[src/rtl/sfr_pkg.sv]
// ----------------------------------------------------------------------------
// sfr_pkg: shared types and constants for the stream find/replace block
// Window and config sizes, register indexes, emit states, result word.
// ----------------------------------------------------------------------------
package sfr_pkg;

    localparam int MAX_PATTERN = 16;
    localparam int MAX_REPLACE = 16;
    localparam int NUM_CELLS   = MAX_PATTERN;
    localparam int LEN_W       = $clog2(MAX_PATTERN + 1);
    localparam int RIDX_W      = $clog2(MAX_REPLACE);
    localparam int CFG_IDX_W   = 3;
    localparam int CFG_DATA_W  = 64;
    localparam int HALF_BYTES  = CFG_DATA_W / 8;

    typedef logic [7:0]            t_byte;
    typedef logic [LEN_W-1:0]      t_len;
    typedef logic [RIDX_W-1:0]     t_ridx;
    typedef logic [CFG_IDX_W-1:0]  t_cfg_idx;
    typedef logic [CFG_DATA_W-1:0] t_cfg_data;

    localparam t_cfg_idx CFG_PAT_LO  = 3'd0;
    localparam t_cfg_idx CFG_PAT_HI  = 3'd1;
    localparam t_cfg_idx CFG_PAT_LEN = 3'd2;
    localparam t_cfg_idx CFG_REP_LO  = 3'd3;
    localparam t_cfg_idx CFG_REP_HI  = 3'd4;
    localparam t_cfg_idx CFG_REP_LEN = 3'd5;

    typedef enum logic [1:0] {
        ST_IDLE,
        ST_DRAIN,
        ST_REPL,
        ST_BARE
    } t_state;

    typedef struct packed {
        t_byte data;
        logic  valid;
        logic  run_last;
        logic  stream_end;
    } t_result;

endpackage

[src/rtl/sfr_cell.sv]
// ----------------------------------------------------------------------------
// sfr_cell: one window byte
// Holds a byte, shifts in its upper neighbor, loads a new text byte and
// compares its (post-shift) byte with its pattern byte.
// ----------------------------------------------------------------------------
module sfr_cell (
    input  logic          i_clk,
    input  logic          i_load,
    input  logic          i_shift,
    input  logic          i_sel,
    input  sfr_pkg::t_byte i_byte,
    input  sfr_pkg::t_byte i_nbr,
    input  sfr_pkg::t_byte i_pat,
    output sfr_pkg::t_byte o_byte,
    output logic          o_eq
);
    import sfr_pkg::*;

    t_byte r_byte;
    t_byte n_byte;
    t_byte view;
    t_byte cmp;

    // view: content after this cycle's shift; a selected cell sees the new byte
    assign view   = i_shift ? i_nbr : r_byte;
    assign cmp    = i_sel ? i_byte : view;
    assign o_eq   = (cmp == i_pat);
    assign n_byte = i_load ? i_byte : view;
    assign o_byte = r_byte;

    always_ff @(posedge i_clk) begin
        r_byte <= n_byte;
    end

endmodule

[src/rtl/sfr_out_reg.sv]
// ----------------------------------------------------------------------------
// sfr_out_reg: output word register
// Single-entry register with valid/ready; free when empty or being taken.
// ----------------------------------------------------------------------------
module sfr_out_reg (
    input  logic             i_clk,
    input  logic             i_rst_n,
    input  logic             i_load,
    input  sfr_pkg::t_result i_res,
    input  logic             i_ready,
    output logic             o_free,
    output logic             o_valid,
    output sfr_pkg::t_result o_res
);
    import sfr_pkg::*;

    logic    r_vld;
    logic    n_vld;
    t_result r_res;

    assign o_free  = !r_vld || i_ready;
    assign n_vld   = i_load || (r_vld && !i_ready);
    assign o_valid = r_vld;
    assign o_res   = r_res;

    always_ff @(posedge i_clk) begin
        if (!i_rst_n) begin
            r_vld <= 1'b0;
        end else begin
            r_vld <= n_vld;
        end
    end

    always_ff @(posedge i_clk) begin
        if (i_load) begin
            r_res <= i_res;
        end
    end

endmodule

[src/rtl/stream_find_replace.sv]
// ----------------------------------------------------------------------------
// stream_find_replace: streaming byte find-and-replace
// Replaces leftmost non-overlapping pattern hits in a byte stream.
// ----------------------------------------------------------------------------
// Text bytes enter one word per cycle as long as each byte causes at most one
// output word and the output is free. A byte that causes more than one output
// word (a replacement burst, a drain of the window at end of text or after the
// pattern was shortened) holds input off: the single output register takes at
// most one word per cycle, and the next byte is taken in the cycle that the
// item's last word is loaded. The output register decouples the two sides, so
// a byte is taken while a finished word still waits downstream. Configuration
// is written through a plain write port (no read-back) and must only change
// while the block is idle. A final byte that leaves nothing to emit (a hit
// with an empty replacement) yields one word with o_out_valid low, carrying
// the run and stream end marks. There is no clearing pass after reset.
// ----------------------------------------------------------------------------
module stream_find_replace (
    input  logic                i_clk,
    input  logic                i_rst_n,
    // config write port
    input  logic                i_cfg_we,
    input  sfr_pkg::t_cfg_idx   i_cfg_index,
    input  sfr_pkg::t_cfg_data  i_cfg_data,
    // text input
    input  logic                i_valid,
    output logic                o_ready,
    input  sfr_pkg::t_byte      i_text_byte,
    input  logic                i_text_end,
    // result output
    output logic                o_valid,
    input  logic                i_ready,
    output sfr_pkg::t_byte      o_out_byte,
    output logic                o_out_valid,
    output logic                o_run_last,
    output logic                o_stream_end
);
    import sfr_pkg::*;

    // ---------------- configuration registers ----------------
    t_cfg_data r_pat_lo, r_pat_hi, r_rep_lo, r_rep_hi;
    t_len      r_pat_len, r_rep_len;

    always_ff @(posedge i_clk) begin
        if (!i_rst_n) begin
            r_pat_lo  <= '0;
            r_pat_hi  <= '0;
            r_pat_len <= LEN_W'(1);
            r_rep_lo  <= '0;
            r_rep_hi  <= '0;
            r_rep_len <= '0;
        end else if (i_cfg_we) begin
            case (i_cfg_index)
                CFG_PAT_LO:  r_pat_lo  <= i_cfg_data;
                CFG_PAT_HI:  r_pat_hi  <= i_cfg_data;
                CFG_PAT_LEN: r_pat_len <= i_cfg_data[LEN_W-1:0];
                CFG_REP_LO:  r_rep_lo  <= i_cfg_data;
                CFG_REP_HI:  r_rep_hi  <= i_cfg_data;
                CFG_REP_LEN: r_rep_len <= i_cfg_data[LEN_W-1:0];
                default: ;
            endcase
        end
    end

    // effective lengths: pattern clamped to 1..MAX, replacement to 0..MAX
    t_len pat_len;
    t_len rep_len;

    always_comb begin
        if (r_pat_len == '0) begin
            pat_len = LEN_W'(1);
        end else if (r_pat_len > LEN_W'(MAX_PATTERN)) begin
            pat_len = LEN_W'(MAX_PATTERN);
        end else begin
            pat_len = r_pat_len;
        end
        if (r_rep_len > LEN_W'(MAX_REPLACE)) begin
            rep_len = LEN_W'(MAX_REPLACE);
        end else begin
            rep_len = r_rep_len;
        end
    end

    // byte views of pattern and replacement
    t_byte pat_bytes [NUM_CELLS];
    t_byte rep_bytes [MAX_REPLACE];

    always_comb begin
        for (int i = 0; i < NUM_CELLS; i++) begin
            if (i < HALF_BYTES) begin
                pat_bytes[i] = r_pat_lo[8*(i % HALF_BYTES) +: 8];
            end else begin
                pat_bytes[i] = r_pat_hi[8*(i % HALF_BYTES) +: 8];
            end
        end
        for (int i = 0; i < MAX_REPLACE; i++) begin
            if (i < HALF_BYTES) begin
                rep_bytes[i] = r_rep_lo[8*(i % HALF_BYTES) +: 8];
            end else begin
                rep_bytes[i] = r_rep_hi[8*(i % HALF_BYTES) +: 8];
            end
        end
    end

    // ---------------- emit control ----------------
    t_state r_state, n_state;
    t_len   r_rem,   n_rem;      // words left for the current item
    t_ridx  r_ridx,  n_ridx;     // next replacement byte
    logic   r_end,   n_end;      // current item is the final byte
    t_len   r_fill,  n_fill;     // bytes held in the window

    logic    out_free;
    logic    emit;
    logic    drain_now;
    logic    last_now;
    logic    accept;
    t_len    fill_view;
    t_len    n_cnt;
    t_len    drain_cnt;
    logic    hit;
    t_result res;

    t_byte             win   [NUM_CELLS];
    logic [NUM_CELLS-1:0] cell_eq;
    logic [NUM_CELLS-1:0] cell_use;

    assign emit      = (r_state != ST_IDLE) && out_free;
    assign drain_now = emit && (r_state == ST_DRAIN);
    assign last_now  = emit && (r_rem == LEN_W'(1));
    // fill as seen after this cycle's shift
    assign fill_view = r_fill - LEN_W'(drain_now);
    assign o_ready   = (r_state == ST_IDLE) || last_now;
    assign accept    = i_valid && o_ready;
    assign n_cnt     = fill_view + LEN_W'(1);

    // ---------------- window cells ----------------
    for (genvar gi = 0; gi < NUM_CELLS; gi++) begin : g_cell
        t_byte nbr;
        logic  sel;

        if (gi == NUM_CELLS - 1) begin : g_top
            assign nbr = '0;
        end else begin : g_mid
            assign nbr = win[gi+1];
        end

        assign sel          = (fill_view == LEN_W'(gi));
        assign cell_use[gi] = (LEN_W'(gi) < pat_len);

        sfr_cell u_cell (
            .i_clk   (i_clk),
            .i_load  (accept && sel),
            .i_shift (drain_now),
            .i_sel   (sel),
            .i_byte  (i_text_byte),
            .i_nbr   (nbr),
            .i_pat   (pat_bytes[gi]),
            .o_byte  (win[gi]),
            .o_eq    (cell_eq[gi])
        );
    end

    // compare only when the window (with the new byte) is exactly pattern long
    assign hit = (n_cnt == pat_len) && (&(cell_eq | ~cell_use));

    // oldest bytes to give up for this byte
    always_comb begin
        if (i_text_end) begin
            drain_cnt = n_cnt;
        end else if (n_cnt == pat_len) begin
            drain_cnt = LEN_W'(1);
        end else if (n_cnt > pat_len) begin
            drain_cnt = n_cnt - pat_len + LEN_W'(1);
        end else begin
            drain_cnt = '0;
        end
    end

    // next state, counters and window fill
    always_comb begin
        n_state = r_state;
        n_rem   = r_rem;
        n_ridx  = r_ridx;
        n_end   = r_end;
        n_fill  = fill_view;

        if (emit) begin
            n_rem = r_rem - LEN_W'(1);
            if (r_state == ST_REPL) begin
                n_ridx = r_ridx + RIDX_W'(1);
            end
            if (r_rem == LEN_W'(1)) begin
                n_state = ST_IDLE;
            end
        end

        if (accept) begin
            n_end  = i_text_end;
            n_ridx = '0;
            if (hit) begin
                n_fill = '0;
                if (rep_len != '0) begin
                    n_state = ST_REPL;
                    n_rem   = rep_len;
                end else if (i_text_end) begin
                    n_state = ST_BARE;
                    n_rem   = LEN_W'(1);
                end else begin
                    n_state = ST_IDLE;
                    n_rem   = '0;
                end
            end else begin
                n_fill = n_cnt;
                if (drain_cnt != '0) begin
                    n_state = ST_DRAIN;
                    n_rem   = drain_cnt;
                end else begin
                    n_state = ST_IDLE;
                    n_rem   = '0;
                end
            end
        end
    end

    always_ff @(posedge i_clk) begin
        if (!i_rst_n) begin
            r_state <= ST_IDLE;
            r_rem   <= '0;
            r_ridx  <= '0;
            r_end   <= 1'b0;
            r_fill  <= '0;
        end else begin
            r_state <= n_state;
            r_rem   <= n_rem;
            r_ridx  <= n_ridx;
            r_end   <= n_end;
            r_fill  <= n_fill;
        end
    end

    // ---------------- result word ----------------
    always_comb begin
        case (r_state)
            ST_DRAIN: res.data = win[0];
            ST_REPL:  res.data = rep_bytes[r_ridx];
            default:  res.data = '0;
        endcase
        res.valid      = (r_state != ST_BARE);
        res.run_last   = (r_rem == LEN_W'(1));
        res.stream_end = (r_rem == LEN_W'(1)) && r_end;
    end

    t_result out_res;

    sfr_out_reg u_out (
        .i_clk   (i_clk),
        .i_rst_n (i_rst_n),
        .i_load  (emit),
        .i_res   (res),
        .i_ready (i_ready),
        .o_free  (out_free),
        .o_valid (o_valid),
        .o_res   (out_res)
    );

    assign o_out_byte   = out_res.data;
    assign o_out_valid  = out_res.valid;
    assign o_run_last   = out_res.run_last;
    assign o_stream_end = out_res.stream_end;

endmodule

[config.mk]
export PLATFORM = sky130hd
export DESIGN_NAME = stream_find_replace
export DESIGN_NICKNAME = d
export VERILOG_FILES = /design/src/rtl/sfr_pkg.sv /design/src/rtl/sfr_cell.sv /design/src/rtl/sfr_out_reg.sv /design/src/rtl/stream_find_replace.sv
export SDC_FILE = /design/constraint.sdc
export NUM_CORES = 1
export LEC_CHECK = 0
export BUFFER_PORTS_ARGS = -buffer_cell sky130_fd_sc_hd__buf_2
export CAP_MARGIN = 30
export CORE_UTILIZATION = 35
export CTS_BUF_LIST = sky130_fd_sc_hd__clkbuf_2
export DETAILED_ROUTE_END_ITERATION = 7
export SLEW_MARGIN = 10
export SYNTH_ARGS = -nofsm -noshare
export SYNTH_HDL_FRONTEND = slang
export SYNTH_SLANG_ARGS = --single-unit
[constraint.sdc]
create_clock -name i_clk -period 15.27 [get_ports i_clk]
set_input_delay 1.527 -clock i_clk [delete_from_list [all_inputs] [get_ports i_clk]]
set_output_delay 1.527 -clock i_clk [all_outputs]
set_load 0.02 [all_outputs]
* Word-level counts from Yosys, hierarchy flattened
Cells that the tools add are included.
Word-level totals: register bits after elaboration 423, input bits 81, output and inout bits 13, logic and storage cells 223
Operators by class: $add $sub $neg 6, order comparisons 20, equal/unequal tests 41, muxes and demuxes 73, bitwise logic cells 4, reduce and logical (&&, ||, !) cells 47
Operators with widths (number):
- $mux 8 | 50
- $eq 8x8->1 | 16
- $mux 5 | 13
- $eq 5x4->1 const B | 8
- $lt 4x5->1 const A | 8
- $bmux 8 s4 | 1
- $logic_and 1x1->1 | 23
- $eq 5x3->1 const B | 4
- $lt 3x5->1 const A | 4
- $not 16->16 | 1
- $or 16x16->16 | 1
- $pmux 8 s2 | 1
- $reduce_and 16->1 | 1
- $reduce_and 2->1 | 8
- $mux 2 | 6
- $add 5x1->5 const B | 2
- $eq 5x1->1 const B | 2
- $eq 5x2->1 const B | 2
- $gt 5x5->1 const B | 2
- $logic_not 5->1 | 2
- $lt 1x5->1 const A | 2
- $lt 2x5->1 const A | 2
- $reduce_bool 5->1 | 2
- $eq 3x2->1 const B | 2
- 21 further kinds | 28

* Depth between registers and ports, before layout
depth in word-level cells 15, mapped depth 31, depth with buffers taken out 23

* Hierarchy
From an unflattened synthesis, not the netlist that was laid out.
Unflattened totals: cells, all modules 2260, area total of the unflattened synthesis 22125.0 um^2
Modules (own cells, without submodules):
- stream_find_replace | times used 1, cells an instance 1509, area each 12837.3 um^2, seq. area each 5665.4 um^2
- sfr_cell | times used 16, cells an instance 46, area each 556.8 um^2, seq. area each 160.2 um^2
- sfr_out_reg | times used 1, cells an instance 15, area each 379.1 um^2, seq. area each 350.3 um^2

* Least setup slack after synthesis
Ideal clock, no wire load.
kind input port to flip-flop, from input i_ready, to register r_rem[2], library setup time 0.095 ns, arrival 6.929 ns, required time 15.175 ns, path slack 8.246 ns, stages on the path 29, path buffers 9, cells stage by stage nand2b_1 > buf_2 > nand2_4 > inv_2 > buf_2 > buf_4 > clkbuf_1 > ha_1 > ha_1 > buf_4 > nand2b_1 > o22ai_2 > buf_2 > and2_1 > ha_1 > clkbuf_1 > and2_1 > a31oi_1 > xnor2_1 > or4_1 > o41ai_2 > nand4_1 > nor4_2 > o2111ai_1 > or3_1 > buf_2 > buf_6 > mux2i_1 > a221oi_1
Between the ends: cells in the longest elaborated chain, start to end 14, elaborated cells between the ends (all ways) 87, classes of those cells add/sub: 4; order compare: 1; eq/ne: 32; mux: 38; bitwise: 1; reduce/logical: 11
Ends and longest elaborated chain:
- start, declared | RTL line stream_find_replace.sv:31 | input logic i_ready,
- $logic_or 1x1->1 * | RTL line sfr_out_reg.sv:21 | assign o_free = !r_vld || i_ready;
- $logic_and 1x1->1 * | RTL line stream_find_replace.sv:126 | assign emit = (r_state != ST_IDLE) && out_free;
- $logic_and 1x1->1 | RTL line stream_find_replace.sv:127 | assign drain_now = emit && (r_state == ST_DRAIN);
- $sub 5x1->5 | RTL line stream_find_replace.sv:130 | assign fill_view = r_fill - LEN_W'(drain_now);
- $add 5x1->5 | RTL line stream_find_replace.sv:133 | assign n_cnt = fill_view + LEN_W'(1);
- $sub 5x5->5 | RTL line stream_find_replace.sv:172 | drain_cnt = n_cnt - pat_len + LEN_W'(1);
- $add 5x1->5 | RTL line stream_find_replace.sv:172
- $mux 5 | RTL line stream_find_replace.sv:171 | end else if (n_cnt > pat_len) begin
- $mux 5 | RTL line stream_find_replace.sv:169 | end else if (n_cnt == pat_len) begin
- $mux 5 | RTL line stream_find_replace.sv:167 | if (i_text_end) begin
- $reduce_bool 5->1 | RTL line stream_find_replace.sv:213 | if (drain_cnt != '0) begin
- $mux 5 | RTL line stream_find_replace.sv:213
- $mux 5 | RTL line stream_find_replace.sv:199 | if (hit) begin
- $mux 5 | RTL line stream_find_replace.sv:196 | if (accept) begin
- end signal, assigned | RTL line stream_find_replace.sv:233 | r_rem <= n_rem;
- end, declared | RTL line stream_find_replace.sv:106 | t_len r_rem, n_rem;
Every way passes the cells marked *; elsewhere a longest branch is shown, timed or not. A chain may end at the register's enable or synchronous reset.

* Worst setup path after layout
from register r_state[1], to register r_rem[3]
Between the ends: cells in the longest elaborated chain, start to end 14, elaborated cells between the ends (all ways) 89, classes of those cells add/sub: 4; order compare: 1; eq/ne: 33; mux: 38; bitwise: 1; reduce/logical: 12
Ends and longest elaborated chain:
- start, declared | RTL line stream_find_replace.sv:105 | t_state r_state, n_state;
- start signal, assigned | RTL line stream_find_replace.sv:232 | r_state <= n_state;
- $reduce_bool 2->1 | RTL line stream_find_replace.sv:126
- $logic_and 1x1->1 | RTL line stream_find_replace.sv:126
- $logic_and 1x1->1 | RTL line stream_find_replace.sv:127
- $sub 5x1->5 | RTL line stream_find_replace.sv:130
- $add 5x1->5 | RTL line stream_find_replace.sv:133
- $sub 5x5->5 | RTL line stream_find_replace.sv:172
- $add 5x1->5 | RTL line stream_find_replace.sv:172
- $mux 5 | RTL line stream_find_replace.sv:171
- $mux 5 | RTL line stream_find_replace.sv:169
- $mux 5 | RTL line stream_find_replace.sv:167
- $reduce_bool 5->1 | RTL line stream_find_replace.sv:213
- $mux 5 | RTL line stream_find_replace.sv:213
- $mux 5 | RTL line stream_find_replace.sv:199
- $mux 5 | RTL line stream_find_replace.sv:196
Several ways; a longest one is shown, not always the timed one.

==> flow_summary_export.csv <==
group,metric,value,unit
synth,synthSimpleGateAreaFrac,21.2,%
floorplan,fp.dieH,250,um
pwr,power.leakage,8.98,nW
cells_and_area,finalNetCount,2848,
sta,slew-limit-headroom,30.1,%
setup_path,critical_path_arrival,9.46,ns
floorplan,dieWidth,250,um
detailed_routing,drcViolationCount,0,
clock_tree,cts_setup_buffers,0,
detailed_routing,routedWlPerCell,21.9,um
setup_path,critPathBufInv,3,
detailed_routing,vias_per_cell,5.59,
sta,setup_total_negative_slack,0,ns
floorplan,io_pins,94,
cells_and_area,area_delta_synth_final,9.07,%
detailed_routing,via_total_after_detailed_routing,20200,
clock_tree,cts.root.buffer_cell,"sky130_fd_sc_hd__clkbuf_2",
setup_path,cp_slowest_stage_delay,0.77,ns
setup_path,worst_path_maximum_fanout,62,
clock_tree,postCtsResizedCells,0,
pwr,pwr_density_cell,146,nW/um^2
sta,final_period_minus_worst_setup_slack,8.41,ns
setup_path,required,16.32,ns
setup_path,path_class,"reg -> reg",
synth,post_synth_instance_area,21500,sq um
cells_and_area,stdcell_count,3606,
detailed_routing,route.final.wire_length,78800,um
synth,syn_inst,2707,
floorplan,floorplan.rows,90,
floorplan,die_area,62400,sq um
synth,adder_cell_share_of_the_synthesized_area,1.58,%
synth,synth_compound_gate_area_share,17.1,%
clock_tree,path_clk_slew,0.13,ns
clock_tree,tritoncts_num_sinks,423,
global_routing,grt_max_degree,175,
sta,final.hold.worst_slack,0.457,ns
setup_path,critical_path.slowest_cell,"sky130_fd_sc_hd__o22ai_2",
sta,final_cycle_utilization_of_the_critical_path,55.1,%
global_routing,antenna_found_initial,3,
placement,post-dp-hpwl,54900,um
synth,post_synth_xor_area_fraction,4.68,%
cells_and_area,utilization,38.7,%
sta,number_of_setup_violations_in_the_final_report,0,
cells_and_area,share_of_final_layout_standard_cells_stronger_than_drive_strength_1,14.1,%
pwr,peakVddDrop,70.1,uV
pwr,design_power_total,0.00342,W
worst_hold_path,min_path_cells,2,
clock_tree,clock_insertion_delay_worst_skew,1.18,ns
setup_path,critical_path_depth,23,
placement,place.port_buffers,93,
sta,timing_hold_violations_final,0,
placement,dpl.cell_count,3412,
detailed_routing,drt.antenna.violating_nets,0,
synth,synth_fp_nets,2814,
synth,yosys-mux-area-fraction,10.7,%
job,max_cap_violations,0,
worst_hold_path,holdCritPathClass,"reg -> reg",
sta,rsz0062_at_grt,"false",
sta,tightest_slew,1.05,ns
floorplan,initial_core_util,35.5,%
synth,synth.area.top_cells,"sky130_fd_sc_hd__dfxtp_1 (38%), sky130_fd_sc_hd__nand2_1 (12%), sky130_fd_sc_hd__a21oi_1 (8.9%)",
setup_path,worstSetupStartpointType,"flop",
global_routing,global_route.overflow_total,0,
synth,post-synth-top-area-fraction,38.4,%
run_status,status,"finished clean",
floorplan,core_region_area,60600,sq um
global_routing,grt_pass1_vias,19000,
detailed_routing,first_iter_violations,1893,
clock_tree,tritoncts_buffers,107,
placement,gpl.final_weighted_congestion,0.925,
synth,synth.avg_cell_area,7.94,sq um
synth,ys_dominant_reg_cell,"sky130_fd_sc_hd__dfxtp_1",
global_routing,grt_pass1_wl,117000,um
global_routing,grt_usage,24.6,%
synth,netlist-cell-type-count,79,
setup_path,cell_chain_critical_path,"inv_1 -> ha_1 -> and2b_4 -> nand2_4 -> inv_2 -> ha_1 -> ha_1 -> nand2b_1 -> o22ai_2 -> and2_1 -> ha_1 -> clkinv_1 -> nor2_1 -> a31oi_2 -> xnor2_1 -> or4_1 -> o41ai_2 -> nand4_1 -> nor4_2 -> o2111ai_1 -> or3_1 -> mux2_1 -> a21oi_1",
synth,synth_enable_flop_cells,11,
clock_tree,hold_buffers,0,
sta,max_freq,119,MHz
clock_tree,max-clock-path-buffers,3,
setup_path,rr_worst_depth,23,
clock_tree,cts.htree.levels,3,
synth,seq_area_frac_synth,39.9,%
sta,slew_viol_final,0,
synth,ys.warnings.count,0,
setup_path,critical_path.most_common_cell,"sky130_fd_sc_hd__ha_1",
synth,synthDominantAreaCellType,"sky130_fd_sc_hd__dfxtp_1",
clock_tree,cts_tree,"built",
detailed_routing,drt_pre_antenna_iters,6,
setup_path,end_kind,"flop",
synth,share_of_flip_flops_with_an_asynchronous_set_or_reset_after_synthesis,0,%
synth,postSynthRegisterBits,423,
setup_path,crit_family,"simple AND/OR/NAND/NOR gates",
sta,final.setup_skew,0.109,ns
synth,main_combinational_cell_family_by_area_after_synthesis,"simple AND/OR/NAND/NOR gates",
==> per-layer routing <==
layer	track usage (%)	wire, um	share of wire (%)
met3	3.48	5420	6.9
met1	32.1	33500	42
met4	11.3	2820	3.6
met2	40.1	37100	47
met5	0	13	0.016
==> power breakdown <==
| group | switching, W | internal [W] |
|---|---|---|
| clock | 0.000496 | 0.000331 |
| sequential | 0.000124 | 0.00127 |
| combinational | 0.000774 | 0.000433 |
| total | 0.00139 | 0.00203 |
==> worst min-delay path, stage by stage (launching register included) <==
cell,delay [ns]
sky130_fd_sc_hd__dfxtp_1,0.31
sky130_fd_sc_hd__nand2_1,0.05
sky130_fd_sc_hd__a21oi_1,0.05
==> final cells by class <==
type,count,area (sq um)
Timing Repair Buffer,126,753
Antenna cell,2,5.00
Multi-Input combinational cell,2032,11900
Sequential cell,423,8580
Fill cell,6325,37100
Clock inverter,43,283
Inverter,51,199
Clock buffer,147,736
Tap cell,782,978
==> through the flow <==
step                setup WS, ns  cell area [sq um]
finish                      6.86              23500
global route                6.55              23500
CTS                         7.00              23400
detailed placement          6.49              22400
global placement            6.63              22400
floorplan                   8.25              21500
==> cell usage in the layout (no fill, tap or decap), types with 10 or more instances in the layout <==
cell and n:
sky130_fd_sc_hd__nor2_1 162, sky130_fd_sc_hd__a22oi_1 11, sky130_fd_sc_hd__nor3_1 38, sky130_fd_sc_hd__o211ai_1 20, sky130_fd_sc_hd__clkbuf_2 147, sky130_fd_sc_hd__dfxtp_1 411
sky130_fd_sc_hd__inv_1 44, sky130_fd_sc_hd__buf_2 93, sky130_fd_sc_hd__nand2b_1 10, sky130_fd_sc_hd__a21oi_1 381, sky130_fd_sc_hd__nand2_1 673, sky130_fd_sc_hd__and2_1 10
sky130_fd_sc_hd__o2111ai_1 12, sky130_fd_sc_hd__mux4_2 40, sky130_fd_sc_hd__mux2i_1 100, sky130_fd_sc_hd__clkinv_1 34, sky130_fd_sc_hd__nand4_1 20, sky130_fd_sc_hd__ha_1 24
sky130_fd_sc_hd__or4_1 13, sky130_fd_sc_hd__xnor2_1 54, sky130_fd_sc_hd__buf_4 31, sky130_fd_sc_hd__edfxtp_1 11, sky130_fd_sc_hd__nand3_1 67, sky130_fd_sc_hd__a211o_1 10
sky130_fd_sc_hd__and3_1 15, sky130_fd_sc_hd__mux2_2 34, sky130_fd_sc_hd__xor2_1 54, sky130_fd_sc_hd__o21ai_0 95, sky130_fd_sc_hd__a31oi_1 60, sky130_fd_sc_hd__nor2b_1 15
==> logic make-up after synthesis <==
group / count (synthesis)
XOR/XNOR: 111
adder cells (fa/ha/maj): 26
multiplexers: 176
AO/OA/AOI/OAI: 647
buffers and inverters: 252
AND/OR/NAND/NOR: 1072
flip-flops: 423
==> Yosys cell counts, drive strengths merged (3+ instances only) <==
cell type	n
edfxtp	11
o2111ai	12
dfxtp	412
clkinv	6
a211oi	9
o21a	5
nand3	69
nor3	38
o31ai	3
mux2i	100
and3b	3
o211ai	20
nor4	9
a31oi	62
mux4	40
and4	5
buf	57
nor4b	4
and3	17
o22ai	9
or4	13
a22oi	11
a41oi	3
xor2	55
and2	13
clkbuf	144
nand2	679
nor2	162
a21oi	383
o21ai	96
nor2b	15
or2	7
ha	24
nand4	20
or3	3
nand2b	11
a21boi	4
xnor2	56
mux2	36
inv	45
a211o	10
o41ai	4
==> path summary, 6_finish.rpt <==
| path | start | slack (ns) | endpoint |
|---|---|---|---|
| setup / recovery | r_state[1] | 6.86 | r_rem[3] |
| hold / removal | r_rep_hi[19] | 0.46 | r_rep_hi[19] |
| setup reg to reg | r_state[1] | 6.86 | r_rem[3] |
| hold reg to reg | r_rep_hi[19] | 0.46 | r_rep_hi[19] |
==> sequential cells by signal, summed over array words and instances (netlist names), 4 cells and up <==
name                  cells
u_out.o_res              11
r_rep_hi                 64
r_fill                    5
r_pat_lo                 64
r_pat_len                 5
g_cell.u_cell.o_byte    128
r_rep_lo                 64
r_rem                     5
r_pat_hi                 64
r_ridx                    4
r_rep_len                 5
(Power assumes the default switching activity.)
